File: src/rtl/pisl_pkg.sv
// ----------------------------------------------------------------------------
// pisl_pkg: shared types and constants for the clamped PI/PID speed loop
// Register indexes, loop modes and the fixed field widths of the controller.
// ----------------------------------------------------------------------------
package pisl_pkg;

	// Fixed widths of the item fields and the configuration port.
	localparam int CHAN_W   = 3;
	localparam int SPEED_W  = 16;
	localparam int ERR_W    = SPEED_W + 1;
	localparam int DIFF_W   = ERR_W + 1;
	localparam int GAIN_W   = 16;
	localparam int SEP_W    = 16;
	localparam int ILIM_W   = 31;
	localparam int OLIM_W   = 15;
	localparam int INTEG_W  = 32;
	localparam int DRIVE_W  = 16;
	localparam int CFG_IDX_W = 3;
	localparam int CFG_DATA_W = 31;

	// Sum of the three terms, wide enough for the integral product plus carries.
	localparam int SUM_W    = 50;

	// Error magnitude at or below which gimbal mode drives zero.
	localparam int DEADBAND = 2;

	typedef enum logic [1:0] {
		MODE_IDLE    = 2'd0,
		MODE_CHASSIS = 2'd1,
		MODE_TRIGGER = 2'd2,
		MODE_GIMBAL  = 2'd3
	} mode_t;

	typedef enum logic [CFG_IDX_W-1:0] {
		REG_LOOP_MODE        = 3'd0,
		REG_GAIN_P           = 3'd1,
		REG_GAIN_I           = 3'd2,
		REG_GAIN_D           = 3'd3,
		REG_SEPARATION_LIMIT = 3'd4,
		REG_INTEGRAL_LIMIT   = 3'd5,
		REG_OUTPUT_LIMIT     = 3'd6
	} cfg_reg_t;

endpackage

File: src/rtl/pi_pid_speed_loop_clamped_core.sv
// ----------------------------------------------------------------------------
// pi_pid_speed_loop_clamped_core: multi-channel PI/PID speed controller
// Integral separation, integral and output clamping, gimbal deadband.
// ----------------------------------------------------------------------------
// Flow: an accepted item waits in the input register and, when it moves on,
// its result is loaded into the result register and presented from then on.
// Throughput: one item per cycle unless the result side stalls; a single
// input register feeds one multiply-add-clamp pass into the result register.
// Reset: arst_n clears the configuration registers, all channel state and the
// valid flags of both stages; the payload registers are not reset.
// ----------------------------------------------------------------------------
module pi_pid_speed_loop_clamped_core #(
	parameter int CHANNELS       = 8,
	parameter int GAIN_FRAC_BITS = 8
) (
	input  logic                                  clk,
	input  logic                                  arst_n,

	// Configuration write port.
	input  logic                                  cfg_we,
	input  logic [pisl_pkg::CFG_IDX_W-1:0]        cfg_index,
	input  logic [pisl_pkg::CFG_DATA_W-1:0]       cfg_data,

	// Input item channel.
	input  logic                                  item_valid,
	output logic                                  item_stall,
	input  logic [pisl_pkg::CHAN_W-1:0]           channel,
	input  logic signed [pisl_pkg::SPEED_W-1:0]   speed_setpoint,
	input  logic signed [pisl_pkg::SPEED_W-1:0]   measured_speed,

	// Result item channel.
	output logic                                  result_valid,
	input  logic                                  result_stall,
	output logic [pisl_pkg::CHAN_W-1:0]           out_channel,
	output logic signed [pisl_pkg::DRIVE_W-1:0]   drive,
	output logic                                  saturated
);

	localparam int IDX_W = (CHANNELS > 1) ? $clog2(CHANNELS) : 1;
	localparam logic [6:0] CHAN_COUNT = 7'(CHANNELS);

	localparam int CHAN_W  = pisl_pkg::CHAN_W;
	localparam int SPEED_W = pisl_pkg::SPEED_W;
	localparam int ERR_W   = pisl_pkg::ERR_W;
	localparam int DIFF_W  = pisl_pkg::DIFF_W;
	localparam int GAIN_W  = pisl_pkg::GAIN_W;
	localparam int INTEG_W = pisl_pkg::INTEG_W;
	localparam int DRIVE_W = pisl_pkg::DRIVE_W;
	localparam int SUM_W   = pisl_pkg::SUM_W;

	// ------------------------------------------------------------------------
	// Configuration registers. Software writes these only while the block is
	// idle, which the block does not enforce; the datapath reads them directly.
	// ------------------------------------------------------------------------
	pisl_pkg::mode_t                 mode_q;
	logic [GAIN_W-1:0]               gain_p_q;
	logic [GAIN_W-1:0]               gain_i_q;
	logic [GAIN_W-1:0]               gain_d_q;
	logic [pisl_pkg::SEP_W-1:0]      sep_limit_q;
	logic [pisl_pkg::ILIM_W-1:0]     integ_limit_q;
	logic [pisl_pkg::OLIM_W-1:0]     out_limit_q;

	always_ff @(posedge clk or negedge arst_n) begin
		if (!arst_n) begin
			mode_q        <= pisl_pkg::MODE_IDLE;
			gain_p_q      <= '0;
			gain_i_q      <= '0;
			gain_d_q      <= '0;
			sep_limit_q   <= '0;
			integ_limit_q <= '0;
			out_limit_q   <= '0;
		end else if (cfg_we) begin
			case (pisl_pkg::cfg_reg_t'(cfg_index))
				pisl_pkg::REG_LOOP_MODE:        mode_q <= pisl_pkg::mode_t'(cfg_data[1:0]);
				pisl_pkg::REG_GAIN_P:           gain_p_q <= cfg_data[GAIN_W-1:0];
				pisl_pkg::REG_GAIN_I:           gain_i_q <= cfg_data[GAIN_W-1:0];
				pisl_pkg::REG_GAIN_D:           gain_d_q <= cfg_data[GAIN_W-1:0];
				pisl_pkg::REG_SEPARATION_LIMIT: sep_limit_q <= cfg_data[pisl_pkg::SEP_W-1:0];
				pisl_pkg::REG_INTEGRAL_LIMIT:   integ_limit_q <= cfg_data[pisl_pkg::ILIM_W-1:0];
				pisl_pkg::REG_OUTPUT_LIMIT:     out_limit_q <= cfg_data[pisl_pkg::OLIM_W-1:0];
				default: begin
				end
			endcase
		end
	end

	// ------------------------------------------------------------------------
	// Handshake. Stage 1 is the input register, stage 2 the result register.
	// The result register moves on whenever it is empty or being taken, and
	// the input register moves into it in the same cycle, so one item per
	// cycle flows through while the result side keeps up. When the result
	// side stalls, one more item can still be taken into stage 1.
	// ------------------------------------------------------------------------
	logic valid_s1;
	logic valid_s2;
	logic s2_free;
	logic fire_s1;
	logic take_in;

	assign s2_free    = !valid_s2 || !result_stall;
	assign fire_s1    = valid_s1 && s2_free;
	assign item_stall = valid_s1 && !s2_free;
	assign take_in    = item_valid && !item_stall;

	logic [CHAN_W-1:0]          channel_s1;
	logic signed [SPEED_W-1:0]  target_s1;
	logic signed [SPEED_W-1:0]  measured_s1;

	always_ff @(posedge clk or negedge arst_n) begin
		if (!arst_n) begin
			valid_s1 <= 1'b0;
		end else if (take_in) begin
			valid_s1 <= 1'b1;
		end else if (fire_s1) begin
			valid_s1 <= 1'b0;
		end
	end

	always_ff @(posedge clk) begin
		if (take_in) begin
			channel_s1  <= channel;
			target_s1   <= speed_setpoint;
			measured_s1 <= measured_speed;
		end
	end

	// ------------------------------------------------------------------------
	// Per-channel loop state. The item in stage 1 reads its channel's entry;
	// the entry is rewritten at the edge where that item moves into the
	// result register, so the next item on the same channel, arriving in
	// stage 1 at that very edge, already sees the updated values.
	// ------------------------------------------------------------------------
	logic signed [INTEG_W-1:0] integ_q      [CHANNELS];
	logic signed [ERR_W-1:0]   prev_err_q   [CHANNELS];
	logic signed [DRIVE_W-1:0] prev_drive_q [CHANNELS];

	logic [IDX_W-1:0] idx;
	logic             in_range;
	logic             is_idle;
	logic             is_gimbal;

	assign idx       = IDX_W'(channel_s1);
	assign in_range  = {4'd0, channel_s1} < CHAN_COUNT;
	assign is_idle   = (mode_q == pisl_pkg::MODE_IDLE);
	assign is_gimbal = (mode_q == pisl_pkg::MODE_GIMBAL);

	// Speed error and its magnitude.
	logic signed [ERR_W-1:0] err;
	logic [ERR_W-1:0]        err_mag;
	logic                    sep_ok;
	logic                    in_deadband;

	assign err         = {target_s1[SPEED_W-1], target_s1}
	                   - {measured_s1[SPEED_W-1], measured_s1};
	assign err_mag     = err[ERR_W-1] ? ERR_W'(-err) : ERR_W'(err);
	assign sep_ok      = err_mag <= {1'b0, sep_limit_q};
	assign in_deadband = is_gimbal && (err_mag <= ERR_W'(pisl_pkg::DEADBAND));

	// Integral with separation, then the anti-windup clamp. The clamp runs on
	// every active step, so lowering the limit pulls the integral in even
	// when the error is too large to be added.
	logic signed [INTEG_W:0]   integ_sum;
	logic signed [INTEG_W:0]   integ_lim;
	logic signed [INTEG_W-1:0] integ_new;

	assign integ_sum = {integ_q[idx][INTEG_W-1], integ_q[idx]}
	                 + (sep_ok ? (INTEG_W+1)'(err) : '0);
	assign integ_lim = $signed({2'b00, integ_limit_q});

	always_comb begin
		if (integ_sum > integ_lim) begin
			integ_new = INTEG_W'(integ_lim);
		end else if (integ_sum < -integ_lim) begin
			integ_new = INTEG_W'(-integ_lim);
		end else begin
			integ_new = integ_sum[INTEG_W-1:0];
		end
	end

	// The three terms, each gain times operand with GAIN_FRAC_BITS fractional
	// bits, added exactly. The derivative term only counts in gimbal mode.
	logic signed [DIFF_W-1:0]        err_diff;
	logic signed [GAIN_W+ERR_W:0]    p_term;
	logic signed [GAIN_W+INTEG_W:0]  i_term;
	logic signed [GAIN_W+DIFF_W:0]   d_term;
	logic signed [SUM_W-1:0]         sum;

	assign err_diff = {err[ERR_W-1], err} - {prev_err_q[idx][ERR_W-1], prev_err_q[idx]};
	assign p_term   = $signed({1'b0, gain_p_q}) * err;
	assign i_term   = $signed({1'b0, gain_i_q}) * integ_new;
	assign d_term   = $signed({1'b0, gain_d_q}) * err_diff;
	assign sum      = SUM_W'(p_term) + SUM_W'(i_term)
	                + (is_gimbal ? SUM_W'(d_term) : '0);

	// Output clamp against the limit scaled into the fixed-point format, and
	// truncation toward zero when the sum lies inside it.
	logic [SUM_W-1:0]           bound_u;
	logic signed [SUM_W-1:0]    bound;
	logic [SUM_W-1:0]           sum_mag;
	logic [SUM_W-1:0]           sum_int;
	logic signed [DRIVE_W-1:0]  drive_trunc;
	logic signed [DRIVE_W-1:0]  drive_lim;

	assign bound_u     = SUM_W'(out_limit_q) << GAIN_FRAC_BITS;
	assign bound       = $signed(bound_u);
	assign sum_mag     = sum[SUM_W-1] ? SUM_W'(-sum) : SUM_W'(sum);
	assign sum_int     = sum_mag >> GAIN_FRAC_BITS;
	assign drive_trunc = sum[SUM_W-1] ? DRIVE_W'(-sum_int[DRIVE_W-1:0])
	                                  : $signed(sum_int[DRIVE_W-1:0]);
	assign drive_lim   = $signed({1'b0, out_limit_q});

	logic signed [DRIVE_W-1:0] drive_next;
	logic                      sat_next;

	always_comb begin
		drive_next = '0;
		sat_next   = 1'b0;
		if (!in_range) begin
			drive_next = '0;
		end else if (is_idle) begin
			drive_next = prev_drive_q[idx];
		end else if (in_deadband) begin
			drive_next = '0;
		end else if (sum > bound) begin
			drive_next = drive_lim;
			sat_next   = 1'b1;
		end else if (sum < -bound) begin
			drive_next = -drive_lim;
			sat_next   = 1'b1;
		end else begin
			drive_next = drive_trunc;
		end
	end

	// State update: only active modes on an existing channel change state;
	// the previous error moves in gimbal mode only.
	logic state_we;

	assign state_we = fire_s1 && in_range && !is_idle;

	always_ff @(posedge clk or negedge arst_n) begin
		if (!arst_n) begin
			for (int k = 0; k < CHANNELS; k++) begin
				integ_q[k]      <= '0;
				prev_err_q[k]   <= '0;
				prev_drive_q[k] <= '0;
			end
		end else if (state_we) begin
			integ_q[idx]      <= integ_new;
			prev_drive_q[idx] <= drive_next;
			if (is_gimbal) begin
				prev_err_q[idx] <= err;
			end
		end
	end

	// ------------------------------------------------------------------------
	// Result register.
	// ------------------------------------------------------------------------
	logic [CHAN_W-1:0]          channel_s2;
	logic signed [DRIVE_W-1:0]  drive_s2;
	logic                       sat_s2;

	always_ff @(posedge clk or negedge arst_n) begin
		if (!arst_n) begin
			valid_s2 <= 1'b0;
		end else if (s2_free) begin
			valid_s2 <= valid_s1;
		end
	end

	always_ff @(posedge clk) begin
		if (fire_s1) begin
			channel_s2 <= channel_s1;
			drive_s2   <= drive_next;
			sat_s2     <= sat_next;
		end
	end

	assign result_valid = valid_s2;
	assign out_channel  = channel_s2;
	assign drive        = drive_s2;
	assign saturated    = sat_s2;

	// ------------------------------------------------------------------------
	// Assertions.
	// ------------------------------------------------------------------------

	// An item leaving the input register shows up as the next result, with
	// its own channel.
	a_fire_to_result: assert property (@(posedge clk) disable iff (!arst_n)
		fire_s1 |=> result_valid && (out_channel == $past(channel_s1)))
		else $error("item leaving stage 1 did not reach the result register");

	// An item held in the input register keeps its payload until it moves on.
	a_s1_holds: assert property (@(posedge clk) disable iff (!arst_n)
		(valid_s1 && !fire_s1) |=> valid_s1 && $stable(channel_s1)
			&& $stable(target_s1) && $stable(measured_s1))
		else $error("stage 1 item changed while waiting");

	// A stalled result stays on the output unchanged.
	a_result_holds: assert property (@(posedge clk) disable iff (!arst_n)
		(result_valid && result_stall) |=> result_valid && $stable(out_channel)
			&& $stable(drive) && $stable(saturated))
		else $error("stalled result changed while waiting");

endmodule
File: config.mk
export PLATFORM = sky130hd
export DESIGN_NAME = pi_pid_speed_loop_clamped_core
export DESIGN_NICKNAME = d
export VERILOG_FILES = /design/src/rtl/pisl_pkg.sv /design/src/rtl/pi_pid_speed_loop_clamped_core.sv
export SDC_FILE = /design/constraint.sdc
export NUM_CORES = 2
export LEC_CHECK = 0
export BUFFER_PORTS_ARGS = -buffer_cell sky130_fd_sc_hd__buf_2
export CAP_MARGIN = 20
export CORE_ASPECT_RATIO = 1.25
export CORE_MARGIN = 4
export CORE_UTILIZATION = 60
export DETAILED_ROUTE_END_ITERATION = 6
export PLACE_DENSITY_LB_ADDON = 0.08
export SLEW_MARGIN = 20
export SYNTH_ARGS = -nofsm -noshare
export SYNTH_HDL_FRONTEND = slang
export SYNTH_SLANG_ARGS = --single-unit
File: constraint.sdc
create_clock -name clk -period 27.3 [get_ports clk]
set_clock_uncertainty 0.1 [all_clocks]
set_input_delay 1.365 -clock clk [delete_from_list [all_inputs] [get_ports clk]]
set_output_delay 1.365 -clock clk [all_outputs]
set_load 0.005 [all_outputs]
==> impl_metrics.toml <==
[cts]
cts_tree = "done"
ctsResizeCount = 0
cts_num_sinks = 689
clkTransAtPathRegs_ns = 0.06
post_cts_buffers = 0
clockBufferDepth = 3
clk_latency_ns = 0.67
h-tree-depth = 3
postCtsHoldBufs = 0
root_buffer = "clkbuf_16"
numCtsBuffers = 75

[setup_path]
critPathKind = "reg -> reg"
path_max_fanout = 45
critPathArrivalTime_ns = 23.80
cp.required_ns = 27.58
rrSetupSlack_ns = 3.78
critPathMaxStageDelay_ns = 0.77
cp_common_cell = "fa_1"
start_kind = "flop"
critPathSlowestCell = "nor2_1"
crit_path_end_kind = "flop"

[die]
die_area_sq_mm = 0.138
die_h_microns = 414
start_util_pct = 60.6
io-pin-count = 96
die_w_microns = 333
core_sq_mm = 0.131
rows = 148

[placed_design]
dp_hpwl_mm = 184
gp_congestion = 0.962
place_area_sq_mm = 0.0813
portBuffers = 95

[job]
max-cap-violations = 0

[hold_path]
hp-class = "reg -> reg"

[synthesis]
yosys-top-cells-area = "fa_1, dfrtp_1, ha_1"
synth.yosys.warnings = 0
ys_ff_latch = 689
syn_inst = 8548
ys_async_sr_fraction_pct = 92.0
synth_top_area_share_pct = 28.0
synth_fp_nets = 10300
yosys.cell_types.count = 110
synth_edf_count = 55
netlist_area_sq_mm = 0.0791
yosysTopAreaCell = "fa_1"
yosysMostFrequentCell = "inv_1"
syn_area_per_cell_sq_um = 9.26
ys_seq_area_share_pct = 22.1
synth_top_cells_by_count = "inv_1, fa_1, nand2_1"
synth_ff_type = "dfrtp_1"

[grt]
grt_overflow_total = 0
grt_usage_pct = 34.6
grt_first_pass_wirelength_mm = 373
busiest_layer = "met2"
met1_usage_pct = 44.6
grt_max_degree = 175
use_met2_pct = 58.9
grt_pass1_vias = 64800
antenna_found_initial = 7
grt_use_met3_pct = 5.12

[sta]
finalCritPeriodShare_pct = 86.2
relSlewSlack_pct = 21.0
fmax_mhz = 42.5
holdWs_ns = 0.378
setup_viol = 0
slew_viol_final = 0
finalHoldViolCount = 0
period_minus_slack_ns = 23.52
rsz0062_at_grt = "no"
setup-tns-final_ns = 0
tightest_slew_ns = 1.17

[detailed_routing]
wl_per_cell_microns = 23.1
first_pass_iters = 6
vias_per_cell = 6.02
num_vias = 61400
routed_wl_mm = 236
drt_iter0_markers = 5050
drcViolationCount = 0
detail-route-antenna-nets = 0

[final_layout]
syn2layout_area_growth_pct = 5.88
fill_cells = 11100
finalInstanceArea_sq_mm = 0.0838
nets = 10100
final_layout_size_suffix_gt1_share_pct = 7.92

[status]
status = "finished, final reports clean"
==> stage by stage <==
stage / setup slack [ns] / std cells / utilization, %
2_1_floorplan: 7.50 / 8548 / -
3_3_place_gp: 4.03 / 10100 / 62.3
3_5_place_dp: 4.06 / 10100 / 62.3
4_1_cts: 3.92 / 10200 / 64.1
5_1_grt: 2.60 / 10200 / 64.2
6_report: 3.78 / 10200 / 64.2
==> final timing paths <==
check                                          endpoint                          from  depth (start not counted)
min in group asynchronous      integ_q[150]$_DFFE_PN0P_                        arst_n                          1
hold reg to reg            prev_drive_q[55]$_DFFE_PN0P_  prev_drive_q[55]$_DFFE_PN0P_                          2
max in group asynchronous       gain_d_q[3]$_DFFE_PN0P_                        arst_n                          5
setup / recovery                     drive[0]$_DFFE_PP_        target_s1[0]$_DFFE_PP_                         82
hold / removal             prev_drive_q[55]$_DFFE_PN0P_  prev_drive_q[55]$_DFFE_PN0P_                          2
setup reg to reg                     drive[0]$_DFFE_PP_        target_s1[0]$_DFFE_PP_                         82
==> cells in the final DEF (no fill, tap or decap), types with 80 or more instances in the layout <==
cell type and instances:
buf_4 148, ha_1 552, nor2_1 327, nor2b_1 125
fa_1 1108, nand2_1 1091, and2_1 377, dfrtp_1 633
mux2_2 184, and3_1 103, xnor2_1 138, o21ai_1 87
buf_2 94, inv_1 1346, a21o_1 80, a22oi_1 141
a21oi_1 271, o22ai_1 102, o21ai_0 426, nor3_1 85
==> layout make-up <==
type / count / area [sq um] / share of cell area, %
inverters: 1351 / 5070 / 6.05
diodes: 6 / 15.0 / 0.0179
repair buffers: 246 / 1640 / 1.96
multi-input cells: 6047 / 54900 / 65.6
well taps: 1725 / 2160 / 2.58
flip-flops and latches: 689 / 17500 / 20.9
clock buffers: 109 / 2160 / 2.57
clock inverters: 26 / 292 / 0.348
==> state kept, by name (all words and copies together), names as in the netlist <==
signal	count
valid_s1	1
out_channel	3
integ_q	256
result_valid	1
drive	16
channel_s1	3
integ_limit_q	31
prev_drive_q	128
gain_p_q	16
gain_d_q	16
saturated	1
mode_q	2
target_s1	16
measured_s1	16
sep_limit_q	16
prev_err_q	136
out_limit_q	15
gain_i_q	16
==> metal layers <==
layer	vias to the layer above	share of wire [%]
met5	-	0.014
met4	4	4.9
met3	552	6.4
met2	2092	49
met1	31300	40
li1	27400	-
==> kinds of logic after synthesis <==
group	Yosys count	synth area share (%)
mux	197	2.78
fa+ha+maj	1661	36.8
xor+xnor	176	1.97
buf+inv	1812	8.69
simple gates	2535	15.7
flops	689	22.1
compound gates	1478	11.9
==> worst max-delay path, delay by kind of cell, from the launching register on <==
family	cells	cell delay [ns]
AOI/OAI and AO/OA	32	7.87
xor gates and xnor gates	2	0.32
adders and majority gates	16	6.83
buffers and inverters	10	2.06
DFF	1	0.36
and+or+nand+nor	22	5.60
Power is left out: the tool's default activity adds up to more than one toggle a clock period on the data nets, which glitch-free logic cannot reach.
